$ cat config.mk
export PLATFORM = sky130hd
export DESIGN_NAME = step_rate_to_timer_settings
export DESIGN_NICKNAME = d
export VERILOG_FILES = /design/src/hw/rtl/srts_pkg.sv /design/src/hw/rtl/step_rate_to_timer_settings.sv
export SDC_FILE = /design/constraint.sdc
export NUM_CORES = 2
export LEC_CHECK = 0
export BUFFER_PORTS_ARGS = -buffer_cell sky130_fd_sc_hd__buf_4
export CAP_MARGIN = 20
export CORE_UTILIZATION = 45
export CTS_BUF_LIST = sky130_fd_sc_hd__clkbuf_4
export CTS_CLUSTER_DIAMETER = 80
export DETAILED_ROUTE_END_ITERATION = 10
export GPL_TIMING_DRIVEN = 0
export PLACE_DENSITY = 0.64
export SYNTH_ARGS = -nofsm -noshare
export SYNTH_HDL_FRONTEND = slang
export SYNTH_SLANG_ARGS = --single-unit
$ cat constraint.sdc
create_clock -name clk -period 9 [get_ports clk]
set_input_delay 1.8 -clock clk [delete_from_list [all_inputs] [get_ports clk]]
set_output_delay 1.8 -clock clk [all_outputs]
set_load 0.05 [all_outputs]
$ cat src/hw/rtl/srts_pkg.sv
// ----------------------------------------------------------------------------
// srts_pkg
// Shared constants for the step-rate to timer settings block: register
// indexes, reset values and field widths.
// ----------------------------------------------------------------------------
package srts_pkg;

	localparam int unsigned CfgIdxW   = 2;
	localparam int unsigned CfgDataW  = 32;
	localparam int unsigned OutTdataW = 56;

	localparam logic [CfgIdxW-1:0] REG_TMR_SRC_HZ      = 2'd0;
	localparam logic [CfgIdxW-1:0] REG_PRESCALER_LIMIT = 2'd1;
	localparam logic [CfgIdxW-1:0] REG_PERIOD_LIMIT    = 2'd2;
	localparam logic [CfgIdxW-1:0] REG_PULSE_WIDTH_US  = 2'd3;

	localparam logic [31:0] RST_TMR_SRC_HZ      = 32'd84000000;
	localparam logic [15:0] RST_PRESCALER_LIMIT = 16'hFFFF;
	localparam logic [15:0] RST_PERIOD_LIMIT    = 16'hFFFF;
	localparam logic [7:0]  RST_PULSE_WIDTH_US  = 8'd5;

	localparam logic [31:0] TICKS_PER_US_DIV = 32'd1000000;

endpackage

$ cat src/hw/rtl/step_rate_to_timer_settings.sv
// ----------------------------------------------------------------------------
// step_rate_to_timer_settings
// Turns a requested step frequency into prescaler, period and compare
// settings with one shared radix-2 divider and one 32x17 multiplier.
// ----------------------------------------------------------------------------
//  channel   dir  handshake               payload
//  s_axis    in   s_axis_tvalid/tready    tdata[31:0] step_rate_hz
//  m_axis    out  m_axis_tvalid/tready    tdata: prescaler, period, compare, apply
//  cfg       in   cfg_wr_en               cfg_index, cfg_data
//
//  Each prescaler step taken (up to prescaler_limit) costs one multiply and one
//  32-bit division in the shared divider; a period clamp adds another multiply
//  and division, and an applied result adds the tick and microsecond divisions
//  and the compare multiply; the divisions dominate the time taken.
//  A zero frequency skips the divider and goes straight to S_DONE. s_axis_tready
//  is high only while idle; a finished word waits in the output register and
//  the next input may be taken meanwhile. Reset restores config register defaults.
// ----------------------------------------------------------------------------
module step_rate_to_timer_settings
	import srts_pkg::*;
(
	input  logic                 clk,
	input  logic                 arst_n,
	input  logic                 cfg_wr_en,
	input  logic [CfgIdxW-1:0]   cfg_index,
	input  logic [CfgDataW-1:0]  cfg_data,
	input  logic                 s_axis_tvalid,
	output logic                 s_axis_tready,
	input  logic [31:0]          s_axis_tdata,   // [31:0] step_rate_hz
	output logic                 m_axis_tvalid,
	input  logic                 m_axis_tready,
	// [15:0] prescaler_value, [31:16] period_value, [47:32] compare_value,
	// [48] apply, [55:49] zero
	output logic [OutTdataW-1:0] m_axis_tdata
);

	typedef enum logic [3:0] {
		S_IDLE,
		S_DIV,
		S_CHECK,
		S_MUL,
		S_MULCHK,
		S_FINISH,
		S_CMP,
		S_DONE
	} state_t;

	typedef enum logic [1:0] {
		K_PER,
		K_PRE,
		K_TICK,
		K_US
	} div_kind_t;

	typedef enum logic [1:0] {
		M_LOOP,
		M_CLAMP,
		M_CMP
	} mul_sel_t;

	logic [31:0] tmr_src_hz_q;
	logic [15:0] prescaler_limit_q;
	logic [15:0] period_limit_q;
	logic [7:0]  pulse_width_us_q;

	state_t      state_q;
	div_kind_t   div_kind_q;
	mul_sel_t    mul_sel_q;
	logic [31:0] freq_q;
	logic [31:0] pre_q;
	logic [31:0] per_q;
	logic [31:0] prod_q;
	logic [31:0] quo_q;
	logic [31:0] rem_q;
	logic [31:0] dsr_q;
	logic [4:0]  cnt_q;
	logic [15:0] res_cmp_q;
	logic        res_ok_q;
	logic        out_valid_q;
	logic [OutTdataW-1:0] out_data_q;

	// divider step
	logic [32:0] rem_sh;
	logic        div_ge;
	logic [32:0] rem_nx;
	logic [31:0] quo_nx;

	// multiplier
	logic [31:0] mul_a;
	logic [16:0] mul_b;
	logic [48:0] mul_full;

	logic [31:0] prelim_ext;
	logic [31:0] perlim_ext;
	logic [31:0] pre_c;
	logic [31:0] cmp_raw;
	logic [31:0] cmp_c;

	always_comb begin
		rem_sh = {rem_q, quo_q[31]};
		div_ge = rem_sh >= {1'b0, dsr_q};
		rem_nx = div_ge ? (rem_sh - {1'b0, dsr_q}) : rem_sh;
		quo_nx = {quo_q[30:0], div_ge};

		case (mul_sel_q)
			M_LOOP: begin
				mul_a = freq_q;
				mul_b = {1'b0, pre_q[15:0]} + 17'd1;
			end
			M_CLAMP: begin
				mul_a = freq_q;
				mul_b = {1'b0, per_q[15:0]};
			end
			M_CMP: begin
				mul_a = quo_q;
				mul_b = {9'd0, pulse_width_us_q};
			end
			default: begin
				mul_a = freq_q;
				mul_b = 17'd0;
			end
		endcase
		mul_full = {17'd0, mul_a} * {32'd0, mul_b};

		prelim_ext = {16'd0, prescaler_limit_q};
		perlim_ext = {16'd0, period_limit_q};
		pre_c      = (pre_q > prelim_ext) ? prelim_ext : pre_q;
		cmp_raw    = (prod_q == 32'd0) ? 32'd1 : prod_q;
		cmp_c      = (cmp_raw > per_q) ? per_q : cmp_raw;
	end

	assign s_axis_tready = (state_q == S_IDLE);
	assign m_axis_tvalid = out_valid_q;
	assign m_axis_tdata  = out_data_q;

	always_ff @(posedge clk or negedge arst_n) begin
		if (!arst_n) begin
			tmr_src_hz_q      <= RST_TMR_SRC_HZ;
			prescaler_limit_q <= RST_PRESCALER_LIMIT;
			period_limit_q    <= RST_PERIOD_LIMIT;
			pulse_width_us_q  <= RST_PULSE_WIDTH_US;
		end else if (cfg_wr_en) begin
			case (cfg_index)
				REG_TMR_SRC_HZ:      tmr_src_hz_q      <= cfg_data;
				REG_PRESCALER_LIMIT: prescaler_limit_q <= cfg_data[15:0];
				REG_PERIOD_LIMIT:    period_limit_q    <= cfg_data[15:0];
				REG_PULSE_WIDTH_US:  pulse_width_us_q  <= cfg_data[7:0];
				default: ;
			endcase
		end
	end

	always_ff @(posedge clk or negedge arst_n) begin
		if (!arst_n) begin
			state_q     <= S_IDLE;
			div_kind_q  <= K_PER;
			mul_sel_q   <= M_LOOP;
			out_valid_q <= 1'b0;
		end else begin
			if (out_valid_q && m_axis_tready && state_q != S_DONE)
				out_valid_q <= 1'b0;

			case (state_q)
				S_IDLE: begin
					if (s_axis_tvalid) begin
						freq_q <= s_axis_tdata;
						pre_q  <= 32'd0;
						if (s_axis_tdata == 32'd0) begin
							per_q     <= 32'd0;
							res_cmp_q <= 16'd0;
							res_ok_q  <= 1'b0;
							state_q   <= S_DONE;
						end else begin
							quo_q      <= tmr_src_hz_q;
							rem_q      <= 32'd0;
							dsr_q      <= s_axis_tdata;
							cnt_q      <= 5'd0;
							div_kind_q <= K_PER;
							state_q    <= S_DIV;
						end
					end
				end
				S_DIV: begin
					quo_q <= quo_nx;
					cnt_q <= cnt_q + 5'd1;
					if (cnt_q == 5'd31 && div_kind_q == K_TICK)
						rem_q <= 32'd0;
					else
						rem_q <= rem_nx[31:0];
					if (cnt_q == 5'd31) begin
						case (div_kind_q)
							K_PER: begin
								per_q   <= quo_nx;
								state_q <= S_CHECK;
							end
							K_PRE: begin
								pre_q   <= quo_nx - 32'd1;
								state_q <= S_FINISH;
							end
							K_TICK: begin
								// whole ticks per microsecond
								dsr_q      <= TICKS_PER_US_DIV;
								div_kind_q <= K_US;
							end
							K_US: begin
								mul_sel_q <= M_CMP;
								state_q   <= S_MUL;
							end
							default: state_q <= S_IDLE;
						endcase
					end
				end
				S_CHECK: begin
					if (per_q > perlim_ext && pre_q < prelim_ext) begin
						pre_q     <= pre_q + 32'd1;
						mul_sel_q <= M_LOOP;
						state_q   <= S_MUL;
					end else if (per_q > perlim_ext) begin
						per_q     <= perlim_ext;
						mul_sel_q <= M_CLAMP;
						state_q   <= S_MUL;
					end else begin
						state_q <= S_FINISH;
					end
				end
				S_MUL: begin
					prod_q  <= mul_full[31:0];
					state_q <= (mul_sel_q == M_CMP) ? S_CMP : S_MULCHK;
				end
				S_MULCHK: begin
					if (prod_q == 32'd0) begin
						pre_q     <= 32'd0;
						per_q     <= 32'd0;
						res_cmp_q <= 16'd0;
						res_ok_q  <= 1'b0;
						state_q   <= S_DONE;
					end else begin
						quo_q      <= tmr_src_hz_q;
						rem_q      <= 32'd0;
						dsr_q      <= prod_q;
						cnt_q      <= 5'd0;
						div_kind_q <= (mul_sel_q == M_LOOP) ? K_PER : K_PRE;
						state_q    <= S_DIV;
					end
				end
				S_FINISH: begin
					pre_q <= pre_c;
					if (!(per_q < perlim_ext && pre_c < prelim_ext)) begin
						res_cmp_q <= 16'd0;
						res_ok_q  <= 1'b0;
						state_q   <= S_DONE;
					end else begin
						quo_q      <= tmr_src_hz_q;
						rem_q      <= 32'd0;
						dsr_q      <= pre_c + 32'd1;
						cnt_q      <= 5'd0;
						div_kind_q <= K_TICK;
						state_q    <= S_DIV;
					end
				end
				S_CMP: begin
					res_cmp_q <= cmp_c[15:0];
					res_ok_q  <= 1'b1;
					state_q   <= S_DONE;
				end
				S_DONE: begin
					if (!out_valid_q || m_axis_tready) begin
						out_data_q  <= {7'd0, res_ok_q, res_cmp_q, per_q[15:0], pre_q[15:0]};
						out_valid_q <= 1'b1;
						state_q     <= S_IDLE;
					end
				end
				default: state_q <= S_IDLE;
			endcase
		end
	end

endmodule

==> results.ini <==
[run_status]
status=completed

[global_route]
overflow=0
grt_use_total_pct=29.7
top_usage_layer=met2
grt_pass1_wl_um=162000
antenna_found_initial=8
use_met3_pct=8.13
grt_start_max_net_pins=85
first_global_vias=25708
met2_usage_pct=44.0
use_met1_pct=41.5

[hold_path]
hold_class=reg -> reg

[detailed_routing]
antenna_left=0
drtIter0Drc=2672
drc=0
vias=26082
routedWlPerCell_um=23.4
drtPass1Iterations=6
vias_per_cell=5.65
wl_um=108000

[synth]
ys_warn_count=0
async_flop_share_pct=21.3
synth_edf_count=295
syn_avg_cell_area_um2=9.83
synth_flop_cell=edfxtp_1
ys_types=83
synthCells=3336
syn_area_mm2=0.0328
ys_ff_latch=375
ys_seq_area_share_pct=33.3

[clock_network]
ctsHoldBuffers=0
cts_sinks=375
clk-insertion-delay-late_ns=0.89
htreeDepth=3
cts_buffers=95
cts_tree=yes
clkTransAtPathRegs_ns=0.09
clockBufferDepth=3
root_buffer=clkbuf_4

[flow_run]
maxCapViolations=0

[timing]
post-route-period-util_pct=98.2
fmax_mhz=113
hold_viol=0
tightest_slew_ns=1.15
slew_headroom_pct=23.0
rsz0062_at_grt=true
drv_slew=0
finalSetupViolCount=0
period_needed_ns=8.84
finalClockSkew_ns=0.0587

[cells_and_area]
fin_cells=4620
layout-drive-gt1-share_pct=15.1
synthToLayoutAreaGrowth_pct=12.1
mostFrequentLayoutCells=inv_1 (570), nand2_1 (468), fa_1 (320)
final_area_mm2=0.0367
final_common_cell=inv_1
fin_nets=4160
num-fill-cells=6640

[floorplanning]
die_h_um=272
die_w_um=272
floorplan.initialDensity_pct=45.7
rows=98
placeableCoreArea_mm2=0.0717
ioPinCount=129
die-area_mm2=0.0739

[worst_setup_path]
worst-endpoint-arrival_ns=9.51
critPathRequiredTime_ns=9.67
cpPeakStageDelay_ns=0.72
crit_path_top_delay_cell=a2111oi_0
cp_max_fo=10
worstSetupPathType=reg -> reg
crit_path_end_kind=flip-flop
cp-start-kind=flip-flop
path_common_cell=fa_1

[placement]
hpwl_um=87100
port_buffers=121
gp_congestion=1.01
post-place-cells=4433
placed_area_mm2=0.0352

layer usage:
layer  wire length (um)  share of wire [%]
met5                 38              0.035
met4               3980                3.7
met3              11800                 11
met2              46800                 43
met1              45700                 42
through the flow:
step	setup slack, ns	TNS [ns]	hold WS [ns]	utilization, %
final	0.164	0	0.416	51.2
after floorplan	1.09	0	0.400	-
after CTS	0.0380	0	0.417	50.9
after global placement	-2.15	-159.18	0.403	48.7
after detailed placement	-1.02	-8.70	0.405	49.1
after global routing	-0.0755	-0.0948	0.419	51.2
kinds of logic (layout without fill, tap and decap cells):
group	Yosys count	in the layout	synth area share [%]
buffers and inverters	733	1057	8.50
other	1	11	0.0114
AOI/OAI and AO/OA	469	469	9.36
muxes	143	143	4.80
DFF	375	375	33.3
and+or+nand+nor	966	966	13.5
adders and majority gates	503	503	26.5
xor gates and xnor gates	146	146	3.98
path summary, 6_finish.rpt:
path / endpoint / startpoint / slack, ns / depth (start not counted)
max: prod_q[24] / mul_sel_q[0] / 0.16 / 26
min: m_axis_tdata[40] / res_cmp_q[8] / 0.42 / 0
min in group asynchronous: tmr_src_hz_q[31] / arst_n / 0.84 / 1
max in group asynchronous: tmr_src_hz_q[16] / arst_n / 7.46 / 2
min reg2reg: m_axis_tdata[40] / res_cmp_q[8] / 0.42 / 0
max reg2reg: prod_q[24] / mul_sel_q[0] / 0.16 / 26
worst max-delay path, delay by kind of cell, from the launching register on:
| family | cells | cell delay, ns |
|---|---|---|
| fa+ha+maj | 7 | 3.41 |
| compound gates | 7 | 1.99 |
| buf+inv | 8 | 1.65 |
| mux | 1 | 0.49 |
| flops | 1 | 0.48 |
| simple gates | 2 | 0.37 |
| xor+xnor | 1 | 0.21 |
synthesized netlist by cell type, drive strengths merged, types with 41 or more instances:
library cell | number | area, um^2
a21oi | 105 | 526
inv | 570 | 2140
o21ai | 110 | 551
a21o | 63 | 473
nor3 | 41 | 231
xnor2 | 103 | 902
dfstp | 43 | 1130
nor2 | 165 | 627
edfxtp | 295 | 8860
mux2 | 115 | 1290
nand3 | 60 | 305
fa | 320 | 6410
and2 | 46 | 288
nor4 | 44 | 282
xor2 | 41 | 359
nand2 | 468 | 1760
ha | 183 | 2290
clkbuf | 142 | 533
repair_timing:
action | 4_1_cts | 5_1_grt
endpoints found under the setup margin | 14 | 8
setup buffers | 0 | 8
pin swaps | 0 | 4
gates resized for setup | 17 | 52
layout make-up:
| class | count | area [um^2] | share of cell area (%) |
|---|---|---|---|
| Clock buffer | 144 | 1080 | 2.94 |
| Sequential cell | 375 | 10900 | 29.7 |
| Inverter | 571 | 2140 | 5.83 |
| Tap cell | 950 | 1190 | 3.23 |
| Clock inverter | 33 | 170 | 0.463 |
| Buffer | 159 | 669 | 1.82 |
| Antenna cell | 4 | 10.0 | 0.0272 |
| Timing Repair Buffer | 150 | 1270 | 3.45 |
| Multi-Input combinational cell | 2234 | 19300 | 52.5 |
sequential cells by signal, indices dropped and copies added (netlist names), 3 cells and up:
signal,count
cnt_q,5
dsr_q,32
freq_q,32
m_axis_tdata,49
per_q,32
period_limit_q,16
pre_q,32
prescaler_limit_q,16
prod_q,32
pulse_width_us_q,8
quo_q,32
rem_q,32
res_cmp_q,16
state_q,3
tmr_src_hz_q,32
Power is left out: the tool's default activity adds up to more than one toggle a clock period on the data nets, which glitch-free logic cannot reach.
